===== src/rtl/assert_macros.svh =====
// ----------------------------------------------------------------------------
// Assertion macros
// Shared concurrent assertion forms for the RTL blocks.
// ----------------------------------------------------------------------------
`ifndef ASSERT_MACROS_SVH
`define ASSERT_MACROS_SVH

// Same-cycle implication, disabled during reset.
`define ASSERT_IMP(lbl, clk, rst, ante, cons) \
  lbl: assert property (@(posedge clk) disable iff (rst) (ante) |-> (cons)) \
    else $error("assertion failed");

// Next-cycle implication, disabled during reset.
`define ASSERT_NEXT(lbl, clk, rst, ante, cons) \
  lbl: assert property (@(posedge clk) disable iff (rst) (ante) |=> (cons)) \
    else $error("assertion failed");

`endif


===== src/rtl/pmsg_pkg.sv =====
// ----------------------------------------------------------------------------
// pmsg_pkg
// Types and constants shared by the patch max Sobel gradient block.
// ----------------------------------------------------------------------------
package pmsg_pkg;

  localparam int PIX_W  = 8;   // grey value port width
  localparam int GRAD_W = 11;  // signed Sobel sum
  localparam int MAG_W  = 21;  // gx^2 + gy^2
  localparam int WIN_N  = 9;   // 3x3 neighborhood

  // Window index = (dx+1)*3 + (dy+1)
  localparam int IDX_MM = 0;
  localparam int IDX_M0 = 1;
  localparam int IDX_MP = 2;
  localparam int IDX_0M = 3;
  localparam int IDX_00 = 4;
  localparam int IDX_0P = 5;
  localparam int IDX_PM = 6;
  localparam int IDX_P0 = 7;
  localparam int IDX_PP = 8;

  // Reported gradient when no pixel of the patch qualified
  localparam logic signed [GRAD_W-1:0] NONE_GRAD = GRAD_W'(-8);

  typedef logic [WIN_N-1:0][PIX_W-1:0] pix_win_t;

  typedef struct packed {
    logic [GRAD_W-1:0] gx;
    logic [GRAD_W-1:0] gy;
    logic [MAG_W-1:0]  mag;
  } grad_t;

endpackage


===== src/rtl/patch_max_sobel_gradient_top.sv =====
// ----------------------------------------------------------------------------
// patch_max_sobel_gradient_top
// Strongest 3x3 Sobel gradient over a patch, one pixel per transaction.
// ----------------------------------------------------------------------------
// Takes one patch pixel per transaction on the pix channel and reports, on
// the last pixel of a patch, the Sobel gx/gy pair with the largest
// gx^2 + gy^2 among the pixels that are inside the border and have all nine
// neighbors filled (first one wins a tie). If none qualified, grad_x and
// grad_y read -8 and found is 0. Throughput is one pixel per clock; the
// datapath is two register stages (input window, then running maximum plus
// result register) with the Sobel sums, squares and compare in between. The
// last pixel of a patch is held in the input window register and its result
// then loads the result register. Only a last-of-patch pixel that finds the
// result register occupied and stalled holds the input; pix_stall follows
// res_stall in the same cycle in that case. Pixels use the low PIXEL_BITS
// bits of each grey port, capped at the port width.
// ----------------------------------------------------------------------------
`include "assert_macros.svh"

module patch_max_sobel_gradient_top #(
  parameter int PIXEL_BITS = 8
) (
  input  logic                                clk,
  input  logic                                rst,
  // pixel channel
  input  logic                                pix_valid,
  output logic                                pix_stall,
  input  logic [pmsg_pkg::PIX_W-1:0]          pix_xm_ym,
  input  logic [pmsg_pkg::PIX_W-1:0]          pix_xm_y0,
  input  logic [pmsg_pkg::PIX_W-1:0]          pix_xm_yp,
  input  logic [pmsg_pkg::PIX_W-1:0]          pix_x0_ym,
  input  logic [pmsg_pkg::PIX_W-1:0]          pix_x0_y0,
  input  logic [pmsg_pkg::PIX_W-1:0]          pix_x0_yp,
  input  logic [pmsg_pkg::PIX_W-1:0]          pix_xp_ym,
  input  logic [pmsg_pkg::PIX_W-1:0]          pix_xp_y0,
  input  logic [pmsg_pkg::PIX_W-1:0]          pix_xp_yp,
  input  logic [pmsg_pkg::WIN_N-1:0]          unfilled_mask,
  input  logic                                inside_border,
  input  logic                                last_in_patch,
  // result channel
  output logic                                res_valid,
  input  logic                                res_stall,
  output logic signed [pmsg_pkg::GRAD_W-1:0]  grad_x,
  output logic signed [pmsg_pkg::GRAD_W-1:0]  grad_y,
  output logic                                found
);

  // Effective pixel width is capped by the port width
  localparam int EFF_BITS = (PIXEL_BITS < pmsg_pkg::PIX_W) ? PIXEL_BITS : pmsg_pkg::PIX_W;
  localparam logic [pmsg_pkg::PIX_W-1:0] PIX_MASK = pmsg_pkg::PIX_W'((1 << EFF_BITS) - 1);

  // ---------------- stage 1: input window ----------------
  logic               s1_valid;
  logic               s1_qual;
  logic               s1_last;
  pmsg_pkg::pix_win_t s1_win;
  pmsg_pkg::pix_win_t win_in;

  // ---------------- gradient and magnitude ----------------
  pmsg_pkg::grad_t    sobel_out;

  // ---------------- running best ----------------
  logic                               have_best;
  logic signed [pmsg_pkg::GRAD_W-1:0] best_gx;
  logic signed [pmsg_pkg::GRAD_W-1:0] best_gy;
  logic [pmsg_pkg::MAG_W-1:0]         best_mag;

  // ---------------- flow control ----------------
  logic out_free;    // result register can take a transaction this cycle
  logic s1_consume;  // stage 1 item folds into the running best
  logic s1_go;       // stage 1 loads
  logic take;        // stage 1 candidate replaces the best
  logic fin_have;
  logic signed [pmsg_pkg::GRAD_W-1:0] fin_gx;
  logic signed [pmsg_pkg::GRAD_W-1:0] fin_gy;

  assign out_free   = !res_valid || !res_stall;
  assign s1_consume = s1_valid && (!s1_last || out_free);
  assign s1_go      = !s1_valid || s1_consume;
  assign pix_stall  = !s1_go;

  always_comb begin
    win_in                   = '0;
    win_in[pmsg_pkg::IDX_MM] = pix_xm_ym & PIX_MASK;
    win_in[pmsg_pkg::IDX_M0] = pix_xm_y0 & PIX_MASK;
    win_in[pmsg_pkg::IDX_MP] = pix_xm_yp & PIX_MASK;
    win_in[pmsg_pkg::IDX_0M] = pix_x0_ym & PIX_MASK;
    win_in[pmsg_pkg::IDX_00] = pix_x0_y0 & PIX_MASK;
    win_in[pmsg_pkg::IDX_0P] = pix_x0_yp & PIX_MASK;
    win_in[pmsg_pkg::IDX_PM] = pix_xp_ym & PIX_MASK;
    win_in[pmsg_pkg::IDX_P0] = pix_xp_y0 & PIX_MASK;
    win_in[pmsg_pkg::IDX_PP] = pix_xp_yp & PIX_MASK;
  end

  // Stage 1 register; a pixel qualifies when in bounds with every neighbor filled
  always_ff @(posedge clk) begin
    if (rst) begin
      s1_valid <= 1'b0;
    end else if (s1_go) begin
      s1_valid <= pix_valid;
    end
    if (s1_go) begin
      s1_win  <= win_in;
      s1_qual <= inside_border && (unfilled_mask == '0);
      s1_last <= last_in_patch;
    end
  end

  pmsg_sobel u_sobel (
    .win  (s1_win),
    .grad (sobel_out)
  );

  // Strictly larger magnitude replaces; the first qualifying pixel always lands
  assign take     = s1_qual && (!have_best || (sobel_out.mag > best_mag));
  assign fin_have = have_best || s1_qual;
  assign fin_gx   = take ? $signed(sobel_out.gx) : best_gx;
  assign fin_gy   = take ? $signed(sobel_out.gy) : best_gy;

  always_ff @(posedge clk) begin
    if (rst) begin
      have_best <= 1'b0;
      best_gx   <= '0;
      best_gy   <= '0;
      best_mag  <= '0;
    end else if (s1_consume) begin
      if (s1_last) begin
        // patch done: back to the empty state
        have_best <= 1'b0;
        best_gx   <= '0;
        best_gy   <= '0;
        best_mag  <= '0;
      end else if (take) begin
        have_best <= 1'b1;
        best_gx   <= $signed(sobel_out.gx);
        best_gy   <= $signed(sobel_out.gy);
        best_mag  <= sobel_out.mag;
      end
    end
  end

  // Result register: loads on a last-of-patch item, drains when taken
  always_ff @(posedge clk) begin
    if (rst) begin
      res_valid <= 1'b0;
    end else if (s1_consume && s1_last) begin
      res_valid <= 1'b1;
    end else if (!res_stall) begin
      res_valid <= 1'b0;
    end
    if (s1_consume && s1_last) begin
      found  <= fin_have;
      grad_x <= fin_have ? fin_gx : pmsg_pkg::NONE_GRAD;
      grad_y <= fin_have ? fin_gy : pmsg_pkg::NONE_GRAD;
    end
  end

  // ---------------- assertions ----------------
  `ASSERT_IMP(a_none_value, clk, rst, res_valid && !found,
              grad_x == pmsg_pkg::NONE_GRAD && grad_y == pmsg_pkg::NONE_GRAD)
  `ASSERT_NEXT(a_patch_end, clk, rst, s1_consume && s1_last, res_valid && !have_best)
  `ASSERT_IMP(a_empty_best, clk, rst, !have_best, best_mag == '0)
  `ASSERT_IMP(a_no_stall_empty, clk, rst, !s1_valid, !pix_stall)

endmodule


===== src/rtl/pmsg_sobel.sv =====
// ----------------------------------------------------------------------------
// pmsg_sobel
// 3x3 Sobel gx/gy and squared magnitude of one registered window.
// ----------------------------------------------------------------------------
module pmsg_sobel (
  input  pmsg_pkg::pix_win_t win,
  output pmsg_pkg::grad_t    grad
);

  logic signed [pmsg_pkg::GRAD_W-1:0]   px [pmsg_pkg::WIN_N];
  logic signed [pmsg_pkg::GRAD_W-1:0]   gx;
  logic signed [pmsg_pkg::GRAD_W-1:0]   gy;
  logic signed [2*pmsg_pkg::GRAD_W-1:0] sq_x;
  logic signed [2*pmsg_pkg::GRAD_W-1:0] sq_y;

  always_comb begin
    for (int i = 0; i < pmsg_pkg::WIN_N; i++) begin
      px[i] = $signed({{(pmsg_pkg::GRAD_W - pmsg_pkg::PIX_W){1'b0}}, win[i]});
    end
  end

  // right column minus left column, weights 1,2,1
  assign gx = (px[pmsg_pkg::IDX_PM] + (px[pmsg_pkg::IDX_P0] <<< 1) + px[pmsg_pkg::IDX_PP])
            - (px[pmsg_pkg::IDX_MM] + (px[pmsg_pkg::IDX_M0] <<< 1) + px[pmsg_pkg::IDX_MP]);
  // row y+1 minus row y-1
  assign gy = (px[pmsg_pkg::IDX_MP] + (px[pmsg_pkg::IDX_0P] <<< 1) + px[pmsg_pkg::IDX_PP])
            - (px[pmsg_pkg::IDX_MM] + (px[pmsg_pkg::IDX_0M] <<< 1) + px[pmsg_pkg::IDX_PM]);

  assign sq_x = gx * gx;
  assign sq_y = gy * gy;

  assign grad.gx  = gx;
  assign grad.gy  = gy;
  // squares are non-negative and their sum stays below 2^21
  assign grad.mag = sq_x[pmsg_pkg::MAG_W-1:0] + sq_y[pmsg_pkg::MAG_W-1:0];

endmodule


===== config.mk =====
export PLATFORM = sky130hd
export DESIGN_NAME = patch_max_sobel_gradient_top
export DESIGN_NICKNAME = d
export VERILOG_FILES = /design/src/rtl/pmsg_pkg.sv /design/src/rtl/patch_max_sobel_gradient_top.sv /design/src/rtl/pmsg_sobel.sv
export VERILOG_INCLUDE_DIRS = /design/src /design/src/rtl
export SDC_FILE = /design/constraint.sdc
export NUM_CORES = 1
export LEC_CHECK = 0
export BUFFER_PORTS_ARGS = -buffer_cell sky130_fd_sc_hd__buf_2
export CAP_MARGIN = 20
export CORE_MARGIN = 10
export CORE_UTILIZATION = 30
export CTS_CLUSTER_DIAMETER = 80
export DETAILED_ROUTE_END_ITERATION = 10
export MAX_ROUTING_LAYER = met4
export PLACE_DENSITY = 0.55
export SLEW_MARGIN = 20
export SYNTH_ARGS = -nofsm -noshare
export SYNTH_HDL_FRONTEND = slang
export SYNTH_HIERARCHICAL = 1
export SYNTH_SLANG_ARGS = --single-unit

===== constraint.sdc =====
create_clock -name clk -period 18.6 [get_ports clk]
set_clock_uncertainty 0.2 [all_clocks]
set_input_delay 0.93 -clock clk [delete_from_list [all_inputs] [get_ports clk]]
set_output_delay 0.93 -clock clk [all_outputs]
set_load 0.01 [all_outputs]

==> key figures, run 1 <==
Setup path
  • Reg2reg setup slack: 5400 ps
  • Critical path endpoint category: register
  • Arr. time, crit path: 13,320 ps
  • Crit-path max FO: 41
  • Most Frequent Cell on Critical Path: fa_1
  • R2R Path Start: s1_win[22]
  • Worst r2r path cells: 39
  • CP peak stage delay: 660 ps
  • CP Launch Point: s1_win[22]
  • RR Endpoint: best_mag[16]
  • Crit path kind: reg2reg
  • WP data required: 18,720 ps
  • Slowest CP cell: and3_2
  • CP Launch Type: register

Finish
  • Area growth, synth to finish: 11.87%
  • Commonest non-fill, non-tap cell in the layout: inv_1
  • # fillers: 5,290
  • Most frequent cells in the layout: inv_1 (403), fa_1 (286), ha_1 (120)
  • Fraction of layout cells with a size suffix above 1: 0.1006
  • Post-route cell area: 0.01752 mm^2
  • Core Util, Final: 0.3402
  • Layout net count: 2,080

Floorplanning
  • Die W: 248.5 um
  • Ports: 112
  • CORE AREA: 0.05151 mm^2
  • Rows: 83
  • Die ar.: 0.06176 mm^2
  • Initial Util: 0.3041
  • Die height: 248.5 um

Placement
  • HPWL after detailed placement: 28.63 mm
  • Gpl congestion: 0.8399
  • Buffers on Ports: 103
  • Cell Area, Placed: 0.01688 mm^2

Worst hold path
  • Hold Crit Class: reg2reg
  • Hold EP: best_mag[13]
  • Min-Delay Startpoint: best_mag[13]
  • Hold path cells: 1

Drt
  • Via density: 4.560
  • Routed Antenna Nets: 0
  • Via count: 10,410
  • First DRT Iteration DRCs: 441
  • Drt drc: 0
  • Routed WL: 34.89 mm
  • Drt pass-1 iters: 5
  • WL/cell: 15.29 um

CTS
  • Worst-path clk slew: 60 ps
  • CTS H-tree lvls: 4
  • Root buffer cell: clkbuf_16
  • Post-CTS Setup Inserts: 0
  • CTS tree: yes
  • Clk_lat worst skew: 440 ps
  • # hold bufs at CTS: 0
  • CTS Buf Count: 17
  • Clock buffer depth: 2
  • Clock Sinks: 135
  • Post_cts resized: 0

Logic synthesis
  • Mapped cell area: 0.01567 mm^2
  • Cells after synthesis: 1,501
  • Synth Net Count: 1,994
  • Syn_area_per_cell: 10.44 um^2
  • Yosys warnings: 6

GRT
  • Met1 Use GR: 0.1492
  • Largest net degree at the start of global routing: 66
  • GRT busiest layer: met2
  • Met3 Track Usage GR: 0.02089
  • First-pass GRT wire length: 58.79 mm
  • Grt total ovfl: 0
  • Overall global routing resource usage: 0.1197
  • Initial antenna violation count: 0
  • Vias in the first global route: 11,480
  • M2 GR Usage: 0.2010

Timing
  • Final setup violation count: 0
  • Maximum clock rate: 75.75 MHz
  • Final critical-path required period: 13,200 ps
  • RSZ-0062 raised after global routing: false
  • Setup TNS: 0 ps
  • Crit share post-route: 0.7098
  • Fin. max-slew vios: 0
  • Worst slew pin tran: 940.4 ps
  • Min Hold Slack: 270.3 ps
  • Slew margin rel.: 0.3731
  • Final Hold Fails: 0

Run status
  • Outcome: finished, final reports clean

Run
  • Max Cap Viol: 0
## how the worst max path moves through the flow
stage	endpoint	slack (ps)
detailed placement	best_mag[16]	5430
CTS	best_mag[14]	5410
global route	best_mag[14]	4750
global placement	best_mag[17]	5510
floorplan	best_gx[0]	7560
finish	best_mag[16]	5400
## critical path, delay by kind of cell, from the launching register on
| kind | cells | cell delay (ps) |
|---|---|---|
| flops | 1 | 360 |
| buf+inv | 9 | 1200 |
| fa+ha+maj | 13 | 6020 |
| compound gates | 9 | 2120 |
| simple gates | 8 | 3110 |
## layer usage
layer	vias up	wire length (um)
met3	23	1201
met5	-	0
met1	5359	15550
met4	0	334
met2	171	17800
li1	4853	-
## metrics by stage
stage,instances,setup slack [ps]
finish,2282,5399
global route,2280,4747
CTS,2280,5407
detailed placement,2248,5425
global placement,2248,5514
floorplan,1501,7561
## registers in the layout, indices dropped and copies added, names as in the netlist, 11 cells and up
signal and cells:
best_gx 11, best_mag 21, best_gy 11, grad_y 11, s1_win 64, grad_x 11
## area by class of cell
type | count | area, um^2 | share of cell area
inverter | 406 | 1524 | 0.08696
timing repair buffer | 112 | 583.1 | 0.03327
antenna | 2 | 5.005 | 0.0002856
clock inverter | 9 | 93.84 | 0.005355
clock buffer | 23 | 533.0 | 0.03042
sequential | 135 | 3593 | 0.2051
multi-input combinational | 915 | 10340 | 0.5901
tap | 680 | 850.8 | 0.04855
Power of run 1 is not shown: default switching activity piles up to over one toggle a cycle in this logic, so the estimate is an artifact.
==> inputs of run 2 (changes only) <==
--- a/config.mk
+++ b/config.mk
@@ -13,7 +13,7 @@
 export CTS_CLUSTER_DIAMETER = 80
 export DETAILED_ROUTE_END_ITERATION = 10
 export MAX_ROUTING_LAYER = met4
-export PLACE_DENSITY = 0.55
+export PLACE_DENSITY = 0.57
 export SLEW_MARGIN = 20
 export SYNTH_ARGS = -nofsm -noshare
 export SYNTH_HDL_FRONTEND = slang
==> constraint.sdc (replaced) <==
create_clock -name clk -period 10.7 [get_ports clk]
set_clock_uncertainty 0.2 [all_clocks]
set_input_delay 0.535 -clock clk [delete_from_list [all_inputs] [get_ports clk]]
set_output_delay 0.535 -clock clk [all_outputs]
set_load 0.01 [all_outputs]
==> key figures, run 2 (same netlist as run 1, synthesis figures left out) <==
GRT
  • Overall global routing resource usage: 0.1320
  • Vias in the first global route: 12,510
  • Initial antenna violation count: 0
  • First-pass GRT wire length: 64.47 mm
  • Grt total ovfl: 0
  • Largest net degree at the start of global routing: 51

Floorplanning
  • Ports: 112
  • Die height: 248.5 um
  • CORE AREA: 0.05151 mm^2
  • Rows: 83
  • Die ar.: 0.06176 mm^2
  • Initial Util: 0.3041
  • Die W: 248.5 um

Timing
  • Final critical-path required period: 10,950 ps
  • Worst slew pin tran: 654.6 ps
  • Maximum clock rate: 91.33 MHz
  • Slew margin rel.: 0.5636
  • Final setup violation count: 63
  • Final WS setup: -249.1 ps
  • RSZ-0062 raised after global routing: true
  • Final Hold Fails: 0
  • Crit share post-route: 1.023
  • Fin. max-slew vios: 0

Setup path
  • CP Launch Type: register
  • CP peak stage delay: 600 ps
  • Worst r2r path cells: 36
  • Critical path endpoint category: register
  • Crit-path leading delay family: adder cells
  • Crit-path max FO: 8
  • WP data required: 10,830 ps
  • Most Frequent Cell on Critical Path: fa_1
  • Buffers and inverters on the worst path: 8
  • Slowest CP cell: fa_1
  • Crit path kind: reg2reg
  • Critical path depth in cells: 36
  • Arr. time, crit path: 11,080 ps

Finish
  • Most frequent cells in the layout: inv_1 (390), fa_1 (273), buf_4 (237)
  • Fraction of layout cells with a size suffix above 1: 0.2916
  • Layout net count: 2,342
  • Top reg by flops: s1_win
  • # fillers: 5,059
  • Commonest non-fill, non-tap cell in the layout: inv_1
  • Largest registers: s1_win: 64 flops, best_mag: 21 flops
  • Ant. Diodes: 0
  • Area growth, synth to finish: 30.63%
  • Filler-free cell count of the finished design: 2,542
  • Max reg flops: 64

Drt
  • Routed Antenna Nets: 0
  • Via count: 11,460
  • Routed WL: 39.60 mm
  • First DRT Iteration DRCs: 392
  • Drt drc: 0
  • Drt pass-1 iters: 7
  • Via density: 4.509
  • WL/cell: 15.58 um

Placement
  • HPWL after detailed placement: 31.79 mm
  • Post-placement cell count: 2,455
  • Gpl congestion: 0.8600
  • Buffers on Ports: 103

CTS
  • CTS tree: yes
  • Worst-path clk slew: 70 ps
  • CTS Buf Count: 17
  • Root buffer cell: clkbuf_16
  • Clk_lat worst skew: 450 ps
  • Clock Sinks: 135
  • CTS H-tree lvls: 4
  • Clock buffer depth: 2

Worst hold path
  • Hold path cells: 1
  • Hold Crit Class: in2reg

Run status
  • Failing checks: setup timing
  • Outcome: complete, but fails checks

Run
  • Max Cap Viol: 0
-- run 2: area by class of cell --
type	count	area [um^2]	area share
sequential	135	3593	0.1756
clock inverter	14	151.4	0.007398
tap	680	850.8	0.04158
clock buffer	18	450.4	0.02201
timing repair buffer	374	2890	0.1412
multi-input combinational	915	11000	0.5373
inverter	406	1531	0.07484
-- run 2: metrics by stage --
stage | setup slack [ps] | instance area, um^2 | hold slack (ps) | util | TNS, ps
final | -249.1 | 20460 | 53.42 | 0.3973 | -12060
after global routing | -621.4 | 20460 | 25.68 | 0.3973 | -37220
after CTS | -255.0 | 19990 | 27.45 | 0.3881 | -12530
after detailed placement | -725.7 | 18530 | 250.5 | 0.3597 | -42910
after global placement | -497.4 | 18530 | 250.7 | 0.3597 | -29080
after floorplan | 0.9130 | 15730 | 235.8 | - | 0
-- run 2: worst register-to-register path, delay by kind of cell, from the launching register on --
family	cells	cell delay, ps
adder cells (fa/ha/maj)	13	5940
AO/OA/AOI/OAI	11	2490
buffers and inverters	8	810
AND/OR/NAND/NOR	3	760
flip-flops	1	450
XOR/XNOR	1	200
-- run 2: metal layers --
metal / global-route usage / wire length [um] / vias up
met1: 0.1601 / 17080 / 5833
met5: - / 0 / -
met3: 0.02421 / 1206 / 49
li1: - / - / 5402
met2: 0.2242 / 20640 / 177
met4: 0.03022 / 669 / 0
-- run 2: path summary, 6_finish.rpt --
kind | startpoint | end | slack (ps)
max | s1_win[51] | best_mag[20] | -250
max reg2reg | s1_win[51] | best_mag[20] | -250
min | pix_xm_yp[5] | s1_win[21] | 50
min reg2reg | best_mag[9] | best_mag[9] | 280
-- run 2: what timing repair did --
item                       4_1_cts  5_1_grt
hold buffers                     0        0
pin swaps                       45       91
hold endpoints to repair         0        0
gates resized for setup        135       63
setup buffers                   28       19
setup endpoints to repair       65       65
gates cloned                     8        1
Power of run 2 is left out for the same reason.
==> inputs of run 3 (changes only) <==
--- a/config.mk
+++ b/config.mk
@@ -6,14 +6,16 @@
 export SDC_FILE = /design/constraint.sdc
 export NUM_CORES = 1
 export LEC_CHECK = 0
-export BUFFER_PORTS_ARGS = -buffer_cell sky130_fd_sc_hd__buf_2
+export BUFFER_PORTS_ARGS = -buffer_cell sky130_fd_sc_hd__clkbuf_2
 export CAP_MARGIN = 20
+export CELL_PAD_IN_SITES_DETAIL_PLACEMENT = 1
+export CELL_PAD_IN_SITES_GLOBAL_PLACEMENT = 1
 export CORE_MARGIN = 10
 export CORE_UTILIZATION = 30
 export CTS_CLUSTER_DIAMETER = 80
 export DETAILED_ROUTE_END_ITERATION = 10
 export MAX_ROUTING_LAYER = met4
-export PLACE_DENSITY = 0.57
+export PLACE_DENSITY = 0.66
 export SLEW_MARGIN = 20
 export SYNTH_ARGS = -nofsm -noshare
 export SYNTH_HDL_FRONTEND = slang
==> key figures, run 3 (same netlist as run 1, synthesis figures left out) <==
CTS
  • Clk_lat worst skew: 440 ps
  • Clock buffer depth: 2
  • Clock Sinks: 135
  • Worst-path clk slew: 70 ps
  • CTS tree: yes
  • Root buffer cell: clkbuf_16
  • CTS Buf Count: 17
  • # hold bufs at CTS: 0
  • CTS H-tree lvls: 4

Floorplanning
  • Die ar.: 0.06176 mm^2
  • Rows: 83
  • CORE AREA: 0.05151 mm^2
  • Initial Util: 0.3041
  • Die height: 248.5 um
  • Ports: 112
  • Die W: 248.5 um

Setup path
  • Buffers and inverters on the worst path: 23
  • Crit path kind: reg2reg
  • CP peak stage delay: 570 ps
  • Arr. time, crit path: 11,320 ps
  • Most Frequent Cell on Critical Path: buf_4
  • CP Launch Type: register
  • Slowest CP cell: fa_1
  • Reg2reg setup slack: -490 ps
  • Crit-path leading delay family: adder cells
  • Crit-path max FO: 6
  • Critical path endpoint category: register
  • WP data required: 10,830 ps

GRT
  • Grt total ovfl: 0
  • Largest net degree at the start of global routing: 66
  • Vias in the first global route: 13,270
  • Overall global routing resource usage: 0.1441
  • First-pass GRT wire length: 70.35 mm
  • Initial antenna violation count: 0

Finish
  • Largest registers: s1_win: 64 flops, best_mag: 21 flops
  • Fraction of layout cells with a size suffix above 1: 0.2821
  • Area growth, synth to finish: 29.46%
  • Most frequent cells in the layout: inv_1 (387), fa_1 (273), buf_4 (252)
  • Top reg by flops: s1_win
  • Core Util, Final: 0.3937
  • Ant. Diodes: 0
  • Commonest non-fill, non-tap cell in the layout: inv_1
  • Max reg flops: 64
  • Layout net count: 2,348

Timing
  • RSZ-0062 raised after global routing: true
  • Crit share post-route: 1.046
  • Setup TNS: -26,850 ps
  • Final critical-path required period: 11,190 ps
  • Slew margin rel.: 0.4195
  • Final WS setup: -492.1 ps
  • Final setup violation count: 65
  • Final Hold Fails: 0
  • Fin. max-slew vios: 0
  • Maximum clock rate: 89.35 MHz
  • Worst slew pin tran: 870.7 ps

Drt
  • Routed Antenna Nets: 0
  • WL/cell: 17.30 um
  • Routed WL: 44.09 mm
  • Drt pass-1 iters: 5
  • First DRT Iteration DRCs: 411
  • Via density: 4.600
  • Via count: 11,720
  • Drt drc: 0

Run
  • Max Cap Viol: 0

Run status
  • Outcome: complete, but fails checks
  • Failing checks: setup timing

Placement
  • Gpl congestion: 0.8717
  • Setup WS pre-CTS: -930.0 ps
  • HPWL after detailed placement: 35.35 mm
  • Buffers on Ports: 103

Worst hold path
  • Hold Crit Class: in2reg
-- run 3: cell count changes in the layout (fill, tap and decap cells not counted), moves of 4 or more --
| cell | previous run | this run |
|---|---|---|
| buf_16 | 8 | 0 |
| o21ai_0 | 8 | 31 |
| o21ai_2 | 27 | 3 |
| nand3_1 | 50 | 54 |
| buf_4 | 237 | 252 |
| buf_2 | 103 | 1 |
| nand2_1 | 81 | 75 |
| nand2_2 | 1 | 5 |
| clkbuf_2 | 0 | 103 |
-- run 3: timing repair --
item                       CTS  global route
gates cloned                 1             5
pin swaps                   37            96
setup endpoints to repair   65            65
resized for setup           63            79
buffers inserted            29            17
-- run 3: metal layers --
layer | share of wire | track usage
met3 | 0.028 | 0.01891
met1 | 0.41 | 0.1684
met5 | 0 | -
met4 | 0.019 | 0.02987
met2 | 0.54 | 0.2595
-- run 3: layout make-up --
class,instances,area (um^2)
clock buffers,18,450.4
clock inverters,14,150.1
fillers,5853,31230
inverters,406,1544
multi-input cells,915,10900
flip-flops and latches,135,3593
well taps,680,850.8
repair buffers,380,2794
-- run 3: per-stage QoR --
stage / hold WS, ps / cell area (um^2) / cells
after floorplan: 235.8 / 15730 / 1501
after global placement: 251.3 / 18620 / 2465
after CTS: 47.43 / 19710 / 2527
final: 69.36 / 20280 / 2548
after detailed placement: 254.4 / 18620 / 2465
after global routing: 38.66 / 20280 / 2548
-- run 3: worst reg2reg max path, delay by kind of cell (launching register included) --
kind	cells	cell delay (ps)
compound gates	6	1730
buf+inv	23	2350
simple gates	4	490
flops	1	420
xor+xnor	1	120
fa+ha+maj	12	5800
-- run 3: worst paths after layout --
kind / startpoint / end / cells after the start
hold reg to reg: best_gx[0] / best_gx[0] / 1
setup / recovery: s1_win[2] / best_mag[20] / 46
hold / removal: pix_xp_y0[6] / s1_win[62] / 1
setup reg to reg: s1_win[2] / best_mag[20] / 46
Power of run 3 is left out for the same reason.
